===== config.mk =====
export PLATFORM = sky130hd
export DESIGN_NAME = sliding_window_sign_confluence
export DESIGN_NICKNAME = d
export VERILOG_FILES = /design/src/hw/rtl/swsc_pkg.sv /design/src/hw/rtl/sliding_window_sign_confluence.sv /design/src/hw/rtl/swsc_ctrl.sv /design/src/hw/rtl/swsc_dp.sv
export VERILOG_INCLUDE_DIRS = /design/src /design/src/hw/rtl
export SDC_FILE = /design/constraint.sdc
export NUM_CORES = 1
export LEC_CHECK = 0
export ABC_AREA = 1
export BUFFER_PORTS_ARGS = -buffer_cell sky130_fd_sc_hd__buf_2
export CORE_ASPECT_RATIO = 0.6
export CORE_MARGIN = 3
export CORE_UTILIZATION = 60
export CTS_BUF_LIST = sky130_fd_sc_hd__clkbuf_8
export DETAILED_ROUTE_END_ITERATION = 8
export HOLD_SLACK_MARGIN = 0.06
export PLACE_DENSITY = 0.8
export SYNTH_ARGS = -nofsm -noshare
export SYNTH_HDL_FRONTEND = slang
export SYNTH_HIERARCHICAL = 1
export SYNTH_SLANG_ARGS = --single-unit

===== constraint.sdc =====
create_clock -name aclk -period 8.6 [get_ports aclk]
set_input_delay 1.29 -clock aclk [delete_from_list [all_inputs] [get_ports aclk]]
set_output_delay 1.29 -clock aclk [all_outputs]
set_load 0.005 [all_outputs]

===== src/hw/rtl/sliding_window_sign_confluence_assert.svh =====
// Assertion macros for the sign confluence block.
// Each macro checks one implication on the rising clock edge, with reset masking.
`ifndef SLIDING_WINDOW_SIGN_CONFLUENCE_ASSERT_SVH
`define SLIDING_WINDOW_SIGN_CONFLUENCE_ASSERT_SVH

// Same-cycle implication.
`define SWSC_ASSERT_IMP(lbl, clk, rstn, ante, cons) \
    lbl: assert property (@(posedge clk) disable iff (!rstn) (ante) |-> (cons)) \
        else $error("swsc: same-cycle check failed");

// Next-cycle implication.
`define SWSC_ASSERT_NXT(lbl, clk, rstn, ante, cons) \
    lbl: assert property (@(posedge clk) disable iff (!rstn) (ante) |=> (cons)) \
        else $error("swsc: next-cycle check failed");

`endif


===== src/hw/rtl/swsc_pkg.sv =====
`default_nettype none

package swsc_pkg;

    localparam int WINDOW_MAX = 64;
    localparam int LEN_MIN    = 2;
    localparam int AW         = $clog2(WINDOW_MAX);
    localparam int CNT_W      = $clog2(WINDOW_MAX + 1);
    localparam int FRAC_W     = 15;
    localparam int DVD_W      = CNT_W + FRAC_W;
    localparam int DIV_STEPS  = DVD_W;
    localparam int DIV_CNT_W  = $clog2(DIV_STEPS);
    localparam int THR_W      = 17;
    localparam int ONE_SHIFT  = 16;
    localparam int PROD_W     = THR_W + CNT_W;

    localparam int BIAS_W     = 32;
    localparam int SCORE_W    = 17;
    localparam int DIR_W      = 2;
    localparam int OBS_W      = 32;
    localparam int S_DATA_W   = 32;
    localparam int M_DATA_W   = 56;
    localparam int APB_AW     = 3;
    localparam int APB_DW     = 32;

    localparam logic [CNT_W-1:0] WINDOW_LEN_RST = CNT_W'(16);
    localparam logic [THR_W-1:0] THRESHOLD_RST  = THR_W'(39322);

    typedef enum logic [1:0] {
        SIGN_ZERO  = 2'b00,
        SIGN_PLUS  = 2'b01,
        SIGN_MINUS = 2'b11
    } sign_t;

    localparam logic [DIR_W-1:0] DIR_BULL = 2'b01;
    localparam logic [DIR_W-1:0] DIR_NONE = 2'b00;
    localparam logic [DIR_W-1:0] DIR_BEAR = 2'b11;

    typedef enum logic [0:0] {
        REG_WINDOW_LEN = 1'b0,
        REG_THRESHOLD  = 1'b1
    } reg_idx_t;

    typedef enum logic [2:0] {
        ST_IDLE,
        ST_READ,
        ST_UPDATE,
        ST_DIVIDE,
        ST_FINISH
    } state_t;

    typedef struct packed {
        logic capture;
        logic read;
        logic update;
        logic div_step;
        logic finish;
    } swsc_cmd_t;

    typedef struct packed {
        logic div_last;
        logic out_free;
    } swsc_stat_t;

endpackage

`default_nettype wire


===== src/hw/rtl/sliding_window_sign_confluence.sv =====
// An accepted word passes the read, update, divide and finish states; the result word is registered at finish.
// A new word is taken only once the 22-step restoring divider and the finish of the last word are done.
// A finished result waits in the output register while the next word is taken.
// Reset: aresetn is synchronous and active low; it clears counts, ring fill and registers
// to their defaults (window 16, threshold 39322). Ring contents need no clearing.
`default_nettype none

`include "sliding_window_sign_confluence_assert.svh"

module sliding_window_sign_confluence import swsc_pkg::*; (
    input  wire                 aclk,
    input  wire                 aresetn,
    // Configuration
    input  wire                 psel,
    input  wire                 penable,
    input  wire                 pwrite,
    input  wire  [APB_AW-1:0]   paddr,
    input  wire  [APB_DW-1:0]   pwdata,
    output logic [APB_DW-1:0]   prdata,
    output logic                pready,
    // Input channel
    input  wire                 s_tvalid,
    output logic                s_tready,
    input  wire  [S_DATA_W-1:0] s_tdata,  // [31:0] bias
    // Result channel
    output logic                m_tvalid,
    input  wire                 m_tready,
    output logic [M_DATA_W-1:0] m_tdata   // [16:0] score, [18:17] direction,
                                          // [19] confluent, [20] fire,
                                          // [52:21] obs_total, [55:53] zero
);

    swsc_cmd_t  cmd;
    swsc_stat_t stat;

    assign pready = 1'b1;

    swsc_ctrl u_ctrl (
        .aclk     (aclk),
        .aresetn  (aresetn),
        .s_tvalid (s_tvalid),
        .s_tready (s_tready),
        .stat     (stat),
        .cmd      (cmd)
    );

    swsc_dp u_dp (
        .aclk     (aclk),
        .aresetn  (aresetn),
        .psel     (psel),
        .penable  (penable),
        .pwrite   (pwrite),
        .paddr    (paddr),
        .pwdata   (pwdata),
        .prdata   (prdata),
        .s_tdata  (s_tdata),
        .m_tvalid (m_tvalid),
        .m_tready (m_tready),
        .m_tdata  (m_tdata),
        .cmd      (cmd),
        .stat     (stat)
    );

    // Only one word is in flight at a time.
    `SWSC_ASSERT_NXT(a_one_in_flight, aclk, aresetn, s_tvalid && s_tready, !s_tready)
    // The result register is loaded only when it is free.
    `SWSC_ASSERT_IMP(a_load_when_free, aclk, aresetn, cmd.finish, !m_tvalid || m_tready)
    // A load always presents a word on the next cycle.
    `SWSC_ASSERT_NXT(a_load_shows, aclk, aresetn, cmd.finish, m_tvalid)
    // A fire pulse is only ever given with confluence.
    `SWSC_ASSERT_IMP(a_fire_conf, aclk, aresetn, m_tvalid && m_tdata[20], m_tdata[19])

endmodule

`default_nettype wire


===== src/hw/rtl/swsc_ctrl.sv =====
`default_nettype none

module swsc_ctrl import swsc_pkg::*; (
    input  wire        aclk,
    input  wire        aresetn,
    input  wire        s_tvalid,
    output logic       s_tready,
    input  swsc_stat_t stat,
    output swsc_cmd_t  cmd
);

    state_t state_reg;
    state_t state_next;

    always_ff @(posedge aclk) begin
        if (!aresetn) begin
            state_reg <= ST_IDLE;
        end else begin
            state_reg <= state_next;
        end
    end

    always_comb begin
        state_next = state_reg;
        unique case (state_reg)
            ST_IDLE: begin
                if (s_tvalid) state_next = ST_READ;
            end
            ST_READ: begin
                state_next = ST_UPDATE;
            end
            ST_UPDATE: begin
                state_next = ST_DIVIDE;
            end
            ST_DIVIDE: begin
                if (stat.div_last) state_next = ST_FINISH;
            end
            ST_FINISH: begin
                if (stat.out_free) state_next = ST_IDLE;
            end
            default: begin
                state_next = ST_IDLE;
            end
        endcase
    end

    always_comb begin
        s_tready = 1'b0;
        cmd      = '0;
        unique case (state_reg)
            ST_IDLE: begin
                s_tready    = 1'b1;
                cmd.capture = s_tvalid;
            end
            ST_READ: begin
                cmd.read = 1'b1;
            end
            ST_UPDATE: begin
                cmd.update = 1'b1;
            end
            ST_DIVIDE: begin
                cmd.div_step = 1'b1;
            end
            ST_FINISH: begin
                cmd.finish = stat.out_free;
            end
            default: begin
                s_tready = 1'b0;
            end
        endcase
    end

endmodule

`default_nettype wire


===== src/hw/rtl/swsc_dp.sv =====
`default_nettype none

module swsc_dp import swsc_pkg::*; (
    input  wire                 aclk,
    input  wire                 aresetn,
    // Configuration
    input  wire                 psel,
    input  wire                 penable,
    input  wire                 pwrite,
    input  wire  [APB_AW-1:0]   paddr,
    input  wire  [APB_DW-1:0]   pwdata,
    output logic [APB_DW-1:0]   prdata,
    // Input word
    input  wire  [S_DATA_W-1:0] s_tdata,
    // Result word
    output logic                m_tvalid,
    input  wire                 m_tready,
    output logic [M_DATA_W-1:0] m_tdata,
    // Controller link
    input  swsc_cmd_t           cmd,
    output swsc_stat_t          stat
);

    logic [CNT_W-1:0]     window_len_reg;
    logic [THR_W-1:0]     threshold_reg;

    logic [1:0]           ring_mem [WINDOW_MAX];
    logic [1:0]           rd_data_reg;

    logic [1:0]           code_reg;
    logic [AW-1:0]        p_reg;
    logic [AW-1:0]        write_pos_reg;
    logic [CNT_W-1:0]     filled_reg;
    logic [CNT_W-1:0]     bull_reg;
    logic [CNT_W-1:0]     bear_reg;
    logic                 was_conf_reg;
    logic [OBS_W-1:0]     obs_reg;

    logic [CNT_W-1:0]     rem_reg;
    logic [SCORE_W-1:0]   quot_reg;
    logic [DIV_CNT_W-1:0] cnt_reg;

    logic                 m_tvalid_reg;
    logic [M_DATA_W-1:0]  m_tdata_reg;

    reg_idx_t             reg_idx;
    logic                 cfg_wr;
    logic [CNT_W-1:0]     len;
    logic [AW-1:0]        p_next;
    logic [1:0]           code_next;
    logic [CNT_W-1:0]     p_plus1;
    logic                 old_valid;
    logic [CNT_W-1:0]     bull_next;
    logic [CNT_W-1:0]     bear_next;
    logic [CNT_W-1:0]     filled_next;
    logic [AW-1:0]        write_pos_next;
    logic [CNT_W-1:0]     diff;
    logic [DVD_W-1:0]     dividend;
    logic [DIV_CNT_W-1:0] bit_idx;
    logic [CNT_W:0]       rem_shift;
    logic                 q_bit;
    logic [CNT_W:0]       rem_trial;
    logic [PROD_W-1:0]    lhs;
    logic [PROD_W-1:0]    rhs;
    logic                 conf;
    logic                 fire;
    logic [SCORE_W-1:0]   score;
    logic [DIR_W-1:0]     dir;

    // Register file
    assign reg_idx = reg_idx_t'(paddr[2]);
    assign cfg_wr  = psel && penable && pwrite;

    always_ff @(posedge aclk) begin
        if (!aresetn) begin
            window_len_reg <= WINDOW_LEN_RST;
            threshold_reg  <= THRESHOLD_RST;
        end else if (cfg_wr) begin
            unique case (reg_idx)
                REG_WINDOW_LEN: window_len_reg <= pwdata[CNT_W-1:0];
                REG_THRESHOLD:  threshold_reg  <= pwdata[THR_W-1:0];
                default:        window_len_reg <= window_len_reg;
            endcase
        end
    end

    always_comb begin
        unique case (reg_idx)
            REG_WINDOW_LEN: prdata = APB_DW'(window_len_reg);
            REG_THRESHOLD:  prdata = APB_DW'(threshold_reg);
            default:        prdata = '0;
        endcase
    end

    // Effective ring length and write position
    always_comb begin
        if (window_len_reg < CNT_W'(LEN_MIN)) begin
            len = CNT_W'(LEN_MIN);
        end else if (window_len_reg > CNT_W'(WINDOW_MAX)) begin
            len = CNT_W'(WINDOW_MAX);
        end else begin
            len = window_len_reg;
        end
        p_next = ({1'b0, write_pos_reg} >= len) ? '0 : write_pos_reg;
        if (s_tdata == '0) begin
            code_next = SIGN_ZERO;
        end else if (s_tdata[S_DATA_W-1]) begin
            code_next = SIGN_MINUS;
        end else begin
            code_next = SIGN_PLUS;
        end
    end

    always_ff @(posedge aclk) begin
        if (cmd.capture) begin
            code_reg <= code_next;
            p_reg    <= p_next;
        end
    end

    // Sign ring; only entries below the fill count are counted when read back.
    always_ff @(posedge aclk) begin
        if (cmd.read) begin
            rd_data_reg <= ring_mem[p_reg];
        end
        if (cmd.update) begin
            ring_mem[p_reg] <= code_reg;
        end
    end

    // Count update
    always_comb begin
        p_plus1   = CNT_W'({1'b0, p_reg}) + CNT_W'(1);
        old_valid = {1'b0, p_reg} < filled_reg;
        bull_next = bull_reg;
        bear_next = bear_reg;
        if (old_valid && rd_data_reg == SIGN_PLUS && bull_reg != '0) begin
            bull_next = bull_next - CNT_W'(1);
        end
        if (old_valid && rd_data_reg == SIGN_MINUS && bear_reg != '0) begin
            bear_next = bear_next - CNT_W'(1);
        end
        if (code_reg == SIGN_PLUS) begin
            bull_next = bull_next + CNT_W'(1);
        end
        if (code_reg == SIGN_MINUS) begin
            bear_next = bear_next + CNT_W'(1);
        end
        filled_next    = (p_plus1 > filled_reg) ? p_plus1 : filled_reg;
        write_pos_next = (p_plus1 >= len) ? '0 : p_plus1[AW-1:0];
    end

    always_ff @(posedge aclk) begin
        if (!aresetn) begin
            write_pos_reg <= '0;
            filled_reg    <= '0;
            bull_reg      <= '0;
            bear_reg      <= '0;
            obs_reg       <= '0;
        end else if (cmd.update) begin
            write_pos_reg <= write_pos_next;
            filled_reg    <= filled_next;
            bull_reg      <= bull_next;
            bear_reg      <= bear_next;
            obs_reg       <= obs_reg + OBS_W'(1);
        end
    end

    // Restoring divider: one quotient bit of diff*2^15/filled per cycle.
    assign diff      = (bull_reg >= bear_reg) ? bull_reg - bear_reg : bear_reg - bull_reg;
    assign dividend  = {diff, FRAC_W'(0)};
    assign bit_idx   = DIV_CNT_W'(DIV_STEPS - 1) - cnt_reg;
    assign rem_shift = {rem_reg, dividend[bit_idx]};
    assign q_bit     = rem_shift >= {1'b0, filled_reg};
    assign rem_trial = q_bit ? rem_shift - {1'b0, filled_reg} : rem_shift;

    always_ff @(posedge aclk) begin
        if (cmd.update) begin
            rem_reg  <= '0;
            quot_reg <= '0;
            cnt_reg  <= '0;
        end else if (cmd.div_step) begin
            rem_reg  <= rem_trial[CNT_W-1:0];
            quot_reg <= {quot_reg[SCORE_W-2:0], q_bit};
            cnt_reg  <= cnt_reg + DIV_CNT_W'(1);
        end
    end

    assign stat.div_last = (cnt_reg == DIV_CNT_W'(DIV_STEPS - 1));
    assign stat.out_free = !m_tvalid_reg || m_tready;

    // Result assembly
    always_comb begin
        lhs   = PROD_W'({diff, ONE_SHIFT'(0)});
        rhs   = PROD_W'(threshold_reg) * PROD_W'(filled_reg);
        conf  = lhs >= rhs;
        fire  = conf && !was_conf_reg;
        score = (bear_reg > bull_reg) ? (~quot_reg + SCORE_W'(1)) : quot_reg;
        if (bull_reg >= bear_reg) begin
            dir = (bull_reg != '0) ? DIR_BULL : DIR_NONE;
        end else begin
            dir = DIR_BEAR;
        end
    end

    always_ff @(posedge aclk) begin
        if (!aresetn) begin
            was_conf_reg <= 1'b0;
            m_tvalid_reg <= 1'b0;
        end else if (cmd.finish) begin
            was_conf_reg <= conf;
            m_tvalid_reg <= 1'b1;
        end else if (m_tready) begin
            m_tvalid_reg <= 1'b0;
        end
    end

    always_ff @(posedge aclk) begin
        if (cmd.finish) begin
            m_tdata_reg <= M_DATA_W'({obs_reg, fire, conf, dir, score});
        end
    end

    assign m_tvalid = m_tvalid_reg;
    assign m_tdata  = m_tdata_reg;

endmodule

`default_nettype wire


Word level (Yosys, flattened, before mapping). Memory sizes are Yosys's and may differ from the RTL's. A register that Yosys moved wholly into a read port is not among the register bits. Cells that the tools add are included.

Flip-flop bits (word level): 178. Memory bits (writable): 128. Bits of input ports: 74. Output and inout bits: 91. Word-level logic and storage cells: 104. Memories kept: 1.

Memories: u_dp.ring_mem (words 64, width 2, read ports 1, clocked after memory_dff 1, wr ports 1, line swsc_dp.sv:27) `logic [1:0] ring_mem [WINDOW_MAX];`.

Add/sub/neg operators: 12. Multipliers: 1. Magnitude comparators: 11. Eq/ne operators: 12. Muxes and demuxes: 29. Bitwise logic cells: 2. Reduce and logical (&&, ||, !) cells: 19.

Operator list (count): $pmux 32 s2 (1); $mux 7 (8); $add 32x1->32 const B (1); $logic_not 32->1 (1); $ge 23x24->1 (1); $mul 17x7->24 (1); $sub 7x7->7 (3); $add 17x1->17 const B (1); $mux 17 (1); $not 17->17 (1); $pmux 3 s5 (1); $add 7x1->7 const B (2); $ge 7x7->1 (2); $gt 7x7->1 (2); $reduce_bool 7->1 (2); $sub 7x1->7 const B (2); $mux 1 (12); $mux 3 (3); $ge 8x7->1 (1); $add 6x1->7 const B (1); $ge 6x7->1 (1); $gt 7x7->1 const B (1); $logic_and 1x1->1 (7); $lt 6x7->1 (1); other kinds (22) (29).

Logic depth before layout (Yosys ltp). Gate-level depths: netlist (run 1).

Depth after elaboration: 6. Gate-level depth with buffers: 32. Gate-level depth less buffers: 31.

Modules after synthesis. Netlist (run 1), hierarchy kept.

By module, submodules not included: swsc_dp (instances 1, cells an instance 2252, area each 18975.7 sq um, seq. area each 8017.7 sq um); swsc_ctrl (instances 1, cells an instance 33, area each 220.2 sq um, seq. area each 60.1 sq um); sliding_window_sign_confluence (instances 1, cells an instance 2, area each 11.3 sq um, seq. area each 0.0 sq um).

Worst setup path before layout (run 1). OpenSTA, ideal clock, no wires.

Path type: input to register. Start: input port m_tready. End: register u_dp.m_tdata_reg[0], in the netlist u_dp/m_tdata[0], enable pin. Setup time: 0.605 ns. Data arrival time: 6.639 ns. Data required time: 7.995 ns. Setup slack: 1.356 ns. Cell stages on the path: 4. Path buffers: 0. Cell sequence: inv_1 > nand2_1 > inv_1 > nor4_1.

RTL lines: start: declaration (line sliding_window_sign_confluence.sv:27) `input wire m_tready,`; end signal: assignment (line swsc_dp.sv:220) `m_tdata_reg <= M_DATA_W'({obs_reg, fire, conf, dir, score});`; end: declaration (line swsc_dp.sv:44) `logic [M_DATA_W-1:0] m_tdata_reg;`.

Worst setup path after layout (run 1).
Start: register u_dp.filled_reg[6]. End: register u_dp.m_tdata_reg[20], in the netlist u_dp/m_tdata[20], data pin.

Cells in the longest elaborated chain, start to end: 3.

Ends and longest elaborated chain: start: declaration (line swsc_dp.sv:33) `logic [CNT_W-1:0] filled_reg;`; start signal: assignment (line swsc_dp.sv:162) `filled_reg <= filled_next;`; $mul 17x7->24 (line swsc_dp.sv:195) `rhs = PROD_W'(threshold_reg) * PROD_W'(filled_reg);`; $ge 23x24->1 (line swsc_dp.sv:196) `conf = lhs >= rhs;`; $logic_and 1x1->1 (line swsc_dp.sv:197) `fire = conf && !was_conf_reg;`; via u_dp.fire (line swsc_dp.sv:66) `logic fire;`.

The timed path passes the listed nets, and every way through them passes these cells. A chain may end at the register's enable or synchronous reset.

==> results of run 1 <==
cell usage after synthesis (all sizes together) (44+ instances only):
cell type,n
inv,397
nand4,44
o21ai,105
nor2,234
edfxtp,191
xor2,44
dfxtp,117
ha,107
a21oi,129
fa,77
nand3,97
clkbuf,70
nand2,486
critical path, cell delays in order, from the launching register on:
cell      delay, ps
dfxtp_1         900
nand2_1         120
inv_1           120
fa_1            430
fa_1            520
fa_1            540
inv_1            50
fa_1            530
inv_1            40
ha_1            350
a21oi_1         220
o21ai_0         140
a21oi_1         290
nand2_1         130
a31oi_1         220
o21ai_0         180
xnor2_1         260
ha_1            310
nand2_1          80
nor2_1           50
a211oi_1        260
nor2_1           80
nor2_1          200
a21oi_1          90
cell families after synthesis:
kind of cell	share of synthesized area [%]
flops	42.1
other cells	0.0391
compound gates	9.28
fa+ha+maj	15.0
xor+xnor	3.09
simple gates	20.4
buf+inv	10.1
through the flow:
stage	worst slack (ps)	instances	power [mW]
2_1_floorplan	1360	2304	4.24
5_1_grt	1870	2841	6.75
4_1_cts	2350	2841	6.20
3_5_place_dp	2320	2762	4.99
3_3_place_gp	2500	2762	4.84
6_report	2270	2841	6.23
placed cells by master, fill, tap and decap left out, types with 8 or more instances in the layout:
master and instances:
buf_2 128, o21a_1 10, nand2_1 482, conb_1 19
xor2_1 43, o21ai_0 101, nor2_1 224, nor3_1 30
edfxtp_1 191, a21oi_1 128, clkinv_1 8, a31oi_1 9
ha_1 107, a22oi_1 19, nand4_1 44, fa_1 77
nor4_1 14, nand3_1 90, clkbuf_8 47, buf_4 9
dfxtp_1 117, xnor2_1 23, inv_1 407, a221oi_1 14
metal layers:
layer / global-route usage [%] / vias to the layer above / part of all wire [%]
met4: 5.88 / 0 / 1.4
met3: 6.00 / 78 / 10
li1: - / 7573 / -
met5: 0 / - / 0
met2: 41.0 / 759 / 43
met1: 39.3 / 7408 / 46
power by group through the flow:
stage / clock network [mW] / registers, mW / logic, mW
after floorplan: 0 / 1.97 / 2.27
after global placement: 0 / 2.04 / 2.80
after detailed placement: 0 / 2.05 / 2.94
after CTS: 1.22 / 2.02 / 2.97
after global routing: 1.29 / 2.04 / 3.42
final: 1.20 / 2.02 / 3.00
path summary, 6_finish.rpt:
check / to / slack (ps) / cells past startpoint
setup reg to reg: u_dp/m_tdata[20] / 2270 / 23
hold reg to reg: u_dp/m_tdata[52] / 450 / 0
hold / removal: u_dp/m_tdata[52] / 450 / 0
setup / recovery: u_dp/m_tdata[20] / 2270 / 23
layout make-up:
class	instances	share of cell area (%)
multi-input combinational	1500	44.1
sequential	308	38.5
inverter	401	7.19
timing repair buffer	137	3.38
clock buffer	47	3.09
tap	416	2.48
clock inverter	32	1.21
==> metrics.md, run 1 <==
| Metric | Value |
|---|---|
| Core ar. | approximately 0.031 mm² |
| Netlist cell types | 56 |
| RSZ-0062 raised after global routing | false |
| Maximum vdd drop | approximately 0.18 mV |
| Internal power | approximately 3.5 mW |
| Dominant cells by area after synthesis | edfxtp_1, dfxtp_1, nand2_1 |
| Number of buffers added on ports | between 100 and 150 |
| CTS H-Tree Depth | 2 |
| Fill count | ~2500 |
| Synth Cell Area | 0.0192 mm² |
| Sequential cell area | between 0.008 and 0.009 mm² |
| Hold WS | roughly 450 ps |
| Chip width | between 200 and 250 µm |
| Initial core utilization | 61.3% |
| CP arrival | 6680 ps |
| Slew HR | roughly 37% |
| Crit path max fanout | 19 |
| CTS Buffer Depth | 3 |
| Clock power share | 19.3% |
| Antenna Nets Post-Route | 0 |
| Max reg flops | 128 |
| Clock-pin slew on the worst setup and hold paths | about 70 ps |
| Vias per cell | ~5.6 |
| Die Height | between 100 and 150 µm |
| DR iter-0 viols | 1757 |
| Fin. max-slew vios | 0 |
| Ys Warns | 6 |
| Post-CTS Hold Fix Bufs | 0 |
| Run status | complete, no violations |
| Synth Flop Type | edfxtp_1 |
| I/O pin cnt | roughly 170 |
| Fin Setup TNS | 0 ps |
| Nets | ~2700 |
| Final-report hold violation count | 0 |
| # DRC | 0 |
| Synth top area share | between 20 and 30% |
| ANT cells | 0 |
| Synth Instances | roughly 2300 |
| Fin area | about 0.021 mm² |
| DR WL/cell | around 16 µm |
| Worst Tran Pin Value | around 950 ps |
| Routed WL | 46000 µm |
| Mean post-synth cell area | about 8.4 µm² |
| Sequential element share of the synthesized area | ~42% |
| GR Util All Layers | a little over a quarter |
| Final core occ | 66.9% |
| Post-DP HPWL | 32900 µm |
| Final Skew | around 46 ps |
| Final setup fails | 0 |
| Initial antenna violation count | 0 |
| Area growth, synth to finish | 9.15% |
| Sw Pwr | around 2.7 mW |
| Die Footprint | between 0.03 and 0.04 mm² |
| Number of global-route vias before repair | about 15000 |
| Layout cell share with drive strength beyond 1 | about a tenth |
| Overflow after GRT | 0 |
| Dpl cell area | 0.0201 mm² |
| CP endpoint kind | register |
| FFs w/ async S/R, synth | 0% |
| Period utilization | 73.6% |
| Pwr/cell area | between 200 and 300 mW/mm² |
| Max-cap violations | 0 |
| TritonCTS Buffers | 45 |
| Post-CTS Repair Setup Buffers | 0 |
| Worst skew pair latency | roughly 600 ps |
| Required time of the critical path | a little under 9000 ps |
| Worst hold start | u_dp/obs_reg[31] |
| GP Congestion | 0.930 |
| Share of total power in combinational logic | around 48% |
| Sequential share of power | between 30% and 40% |
| Reg2reg start | u_dp/filled_reg[6] |
| Via count | roughly 16000 |
| Critical Path Start | u_dp/filled_reg[6] |
| DRT Pass-1 Iters | 5 |
| Switching share of power | about 43% |
| Largest net degree at the start of global routing | 67 |
| CTS tree | done |
| Maximum clock frequency | 0.158 GHz |
| Crit path launch type | register |
| CTS Root Cell | clkbuf_8 |
| Critical setup path kind | register to register |
| HP Class | register to register |
| Area leader, netlist | edfxtp_1 |
| First-pass GRT wire length | 74700 µm |
| Lkg Pwr | around 10 nW |
| Post-synth EDFFs | ~190 |
| Crit path time final | 6330 ps |
| Multi-input logic area | just over 0.009 mm² |
| Resized cells post-CTS | 0 |
| Clk sinks | roughly 300 |
| # rows | 50 |
| Register bit total from synthesis | just over 300 |
Power figures use the tool's default switching activity.
==> inputs of run 2 (changes only) <==
==> constraint.sdc (replaced) <==
create_clock -name aclk -period 6 [get_ports aclk]
set_input_delay 0.9 -clock aclk [delete_from_list [all_inputs] [get_ports aclk]]
set_output_delay 0.9 -clock aclk [all_outputs]
set_load 0.005 [all_outputs]
==> run 2 against run 1 <==
Against the previous run:
- die area unchanged
- sequential power increased by 43%
- global-route usage up 0.066 points
- non-clock buffer count rose by 9
- worst setup slack got worse by 2000 ps
- critical path depth is 3 higher
- largest power group unchanged
- maximum frequency is 11% higher
- hold slack gained 5.7 ps
==> metrics.md, run 2 (same netlist as run 1, synthesis figures left out) <==
| Metric | Value |
|---|---|
| Overflow after GRT | 0 (unchanged) |
| DRT Pass-1 Iters | 6 (was 5) |
| Crit path time final | 5720 ps (was 6330 ps) |
| TritonCTS Buffers | 46 (was 45) |
| Max reg flops | 128 (unchanged) |
| Die Footprint | 0.0343 mm² (unchanged) |
| Worst skew pair latency | 600 ps (about the same) |
| Area growth, synth to finish | 9.95% (was 9.15%) |
| Crit path launch type | register (unchanged) |
| Setup WS pre-CTS | -57.6 ps (was 2320 ps) |
| Fin area | 0.0211 mm² (was 0.0210 mm²) |
| Maximum clock frequency | 0.175 GHz (was 0.158 GHz) |
| CTS tree | done (unchanged) |
| Reg2reg start | u_dp/filled_reg[6] (unchanged) |
| GP Congestion | 0.923 (was 0.930) |
| Routed WL | 46400 µm (was 46000 µm) |
| End of the critical path | u_dp/was_conf_reg (was u_dp/m_tdata[20]) |
| Maximum vdd drop | 0.220 mV (was 0.175 mV) |
| Initial antenna violation count | 0 (unchanged) |
| CTS H-Tree Depth | 2 (unchanged) |
| Lkg Pwr | 10.0 nW (was 9.96 nW) |
| Final setup fails | 0 (unchanged) |
| RSZ-0062 raised after global routing | false (unchanged) |
| GR Util All Layers | 26.8% (about the same) |
| Number of global-route vias before repair | 15000 (was 15200) |
| Core ar. | 0.0313 mm² (unchanged) |
| Largest net degree at the start of global routing | 67 (unchanged) |
| Period utilization | 95.4% (was 73.6%) |
| # DRC | 0 (unchanged) |
| Clock-pin slew on the worst setup and hold paths | 70 ps (about the same) |
| Number of buffers added on ports | 128 (unchanged) |
| Crit path max fanout | 12 (was 19) |
| CTS Root Cell | clkbuf_8 (unchanged) |
| Dpl cell area | 0.0201 mm² (about the same) |
| HP Class | register to register (unchanged) |
| CP arrival | 6210 ps (was 6680 ps) |
| Worst r2r dst | u_dp/was_conf_reg (was u_dp/m_tdata[20]) |
| Critical setup path kind | register to register (unchanged) |
| Most common cell after layout, fill and taps aside | nand2_1 (unchanged) |
| Fill count | 2479 (was 2457) |
| DR iter-0 viols | 1614 (was 1757) |
| CTS Buffer Depth | 3 (unchanged) |
| Highest-count cells in the layout ignoring fill and taps | nand2_1, inv_1, nor2_1 (unchanged) |
| Final Skew | 27.9 ps (was 45.8 ps) |
| Post-DP HPWL | 33600 µm (was 32900 µm) |
| Critical Path Start | u_dp/filled_reg[6] (unchanged) |
| Chip width | 237 µm (unchanged) |
| Final-report hold violation count | 0 (unchanged) |
| Pwr/cell area | 426 mW/mm² (was 297 mW/mm²) |
| Antenna Nets Post-Route | 0 (unchanged) |
| Layout cell share with drive strength beyond 1 | 11.0% (was 9.57%) |
| Slew HR | 46.4% (was 36.6%) |
| Max-cap violations | 0 (unchanged) |
| Required time of the critical path | 6490 ps (was 8950 ps) |
| Run status | complete, no violations (unchanged) |
| I/O pin cnt | 165 (unchanged) |
| Clk sinks | 308 (unchanged) |
| CP endpoint kind | register (unchanged) |
| Worst Tran Pin Value | 799 ps (was 950 ps) |
| Via count | 15900 (was 15800) |
| Initial core utilization | 61.3% (unchanged) |
| ANT cells | 0 (unchanged) |
| R2R depth | 26 (was 23) |
| Vias per cell | 5.55 (was 5.57) |
| DR WL/cell | 16.2 µm (about the same) |
| Reg-to-reg setup timing slack | 280 ps (was 2270 ps) |
| Nets | 2661 (was 2651) |
| # rows | 50 (unchanged) |
| First-pass GRT wire length | 74800 µm (was 74700 µm) |
| PnR worst setup slack | 277 ps (was 2270 ps) |
| Die Height | 145 µm (unchanged) |
| Fin. max-slew vios | 0 (unchanged) |
| Post-CTS Hold Fix Bufs | 0 (unchanged) |
==> run 2: worst min-delay path by stage <==
stage                                start               end  slack (ps)  cells past startpoint
after global routing      u_dp/obs_reg[31]  u_dp/m_tdata[52]         460                      0
after detailed placement  u_dp/obs_reg[31]  u_dp/m_tdata[52]         430                      0
final                     u_dp/obs_reg[31]  u_dp/m_tdata[52]         450                      0
after CTS                 u_dp/obs_reg[31]  u_dp/m_tdata[52]         460                      0
after floorplan           u_dp/obs_reg[31]  u_dp/m_tdata[52]         410                      0
after global placement    u_dp/obs_reg[31]  u_dp/m_tdata[52]         420                      0
==> run 2: what timing repair did <==
item	in CTS	in global routing
resized for setup	1	23
buffers inserted	0	1
pin swaps	0	1
endpoints found under the setup margin	3	3
==> run 2: area by class of cell <==
cell class / instances / area [µm²] / area share [%]
Clock buffer: 51 / 702 / 3.32
Clock inverter: 35 / 233 / 1.10
Inverter: 401 / 1510 / 7.14
Multi-Input combinational cell: 1500 / 9280 / 43.9
Sequential cell: 308 / 8100 / 38.4
Tap cell: 416 / 520 / 2.46
Timing Repair Buffer: 146 / 776 / 3.67
==> run 2: critical path: stages, from the launching register on <==
cell	delay, ps
dfxtp_4	410
buf_4	190
nand2_1	60
inv_1	60
fa_1	540
inv_1	60
fa_1	540
inv_1	60
fa_1	540
inv_1	60
fa_1	530
inv_1	40
ha_1	390
a21oi_1	330
inv_1	100
a31oi_2	180
o21ai_0	150
a21oi_1	180
xor2_1	200
ha_1	270
and3_1	190
nand3_1	100
nor2_1	60
nor2_2	160
nand3_1	90
nand2_1	100
inv_1	40
==> run 2: routing by layer <==
metal / global-route usage, % / part of all wire (%)
met1: 40.1 / 46
met2: 39.6 / 42
met5: 0 / 0
met4: 5.31 / 1.1
met3: 7.07 / 11
==> run 2: power breakdown <==
group          switching (mW)  leakage (nW)  total [mW]  internal, mW
clock                   0.857         0.522        1.74         0.883
combinational            2.83          6.84        4.38          1.56
sequential              0.258          2.68        2.88          2.62
==> run 2: per-stage QoR <==
stage	TNS [ps]	power [mW]	instances	hold slack, ps	util [%]
2_1_floorplan	0	6.07	2304	408	-
3_3_place_gp	0	6.96	2770	418	64.2
3_5_place_dp	-151	7.17	2770	431	64.2
4_1_cts	0	8.94	2856	457	67.2
5_1_grt	0	9.74	2857	463	67.4
6_report	0	9.00	2857	451	67.4
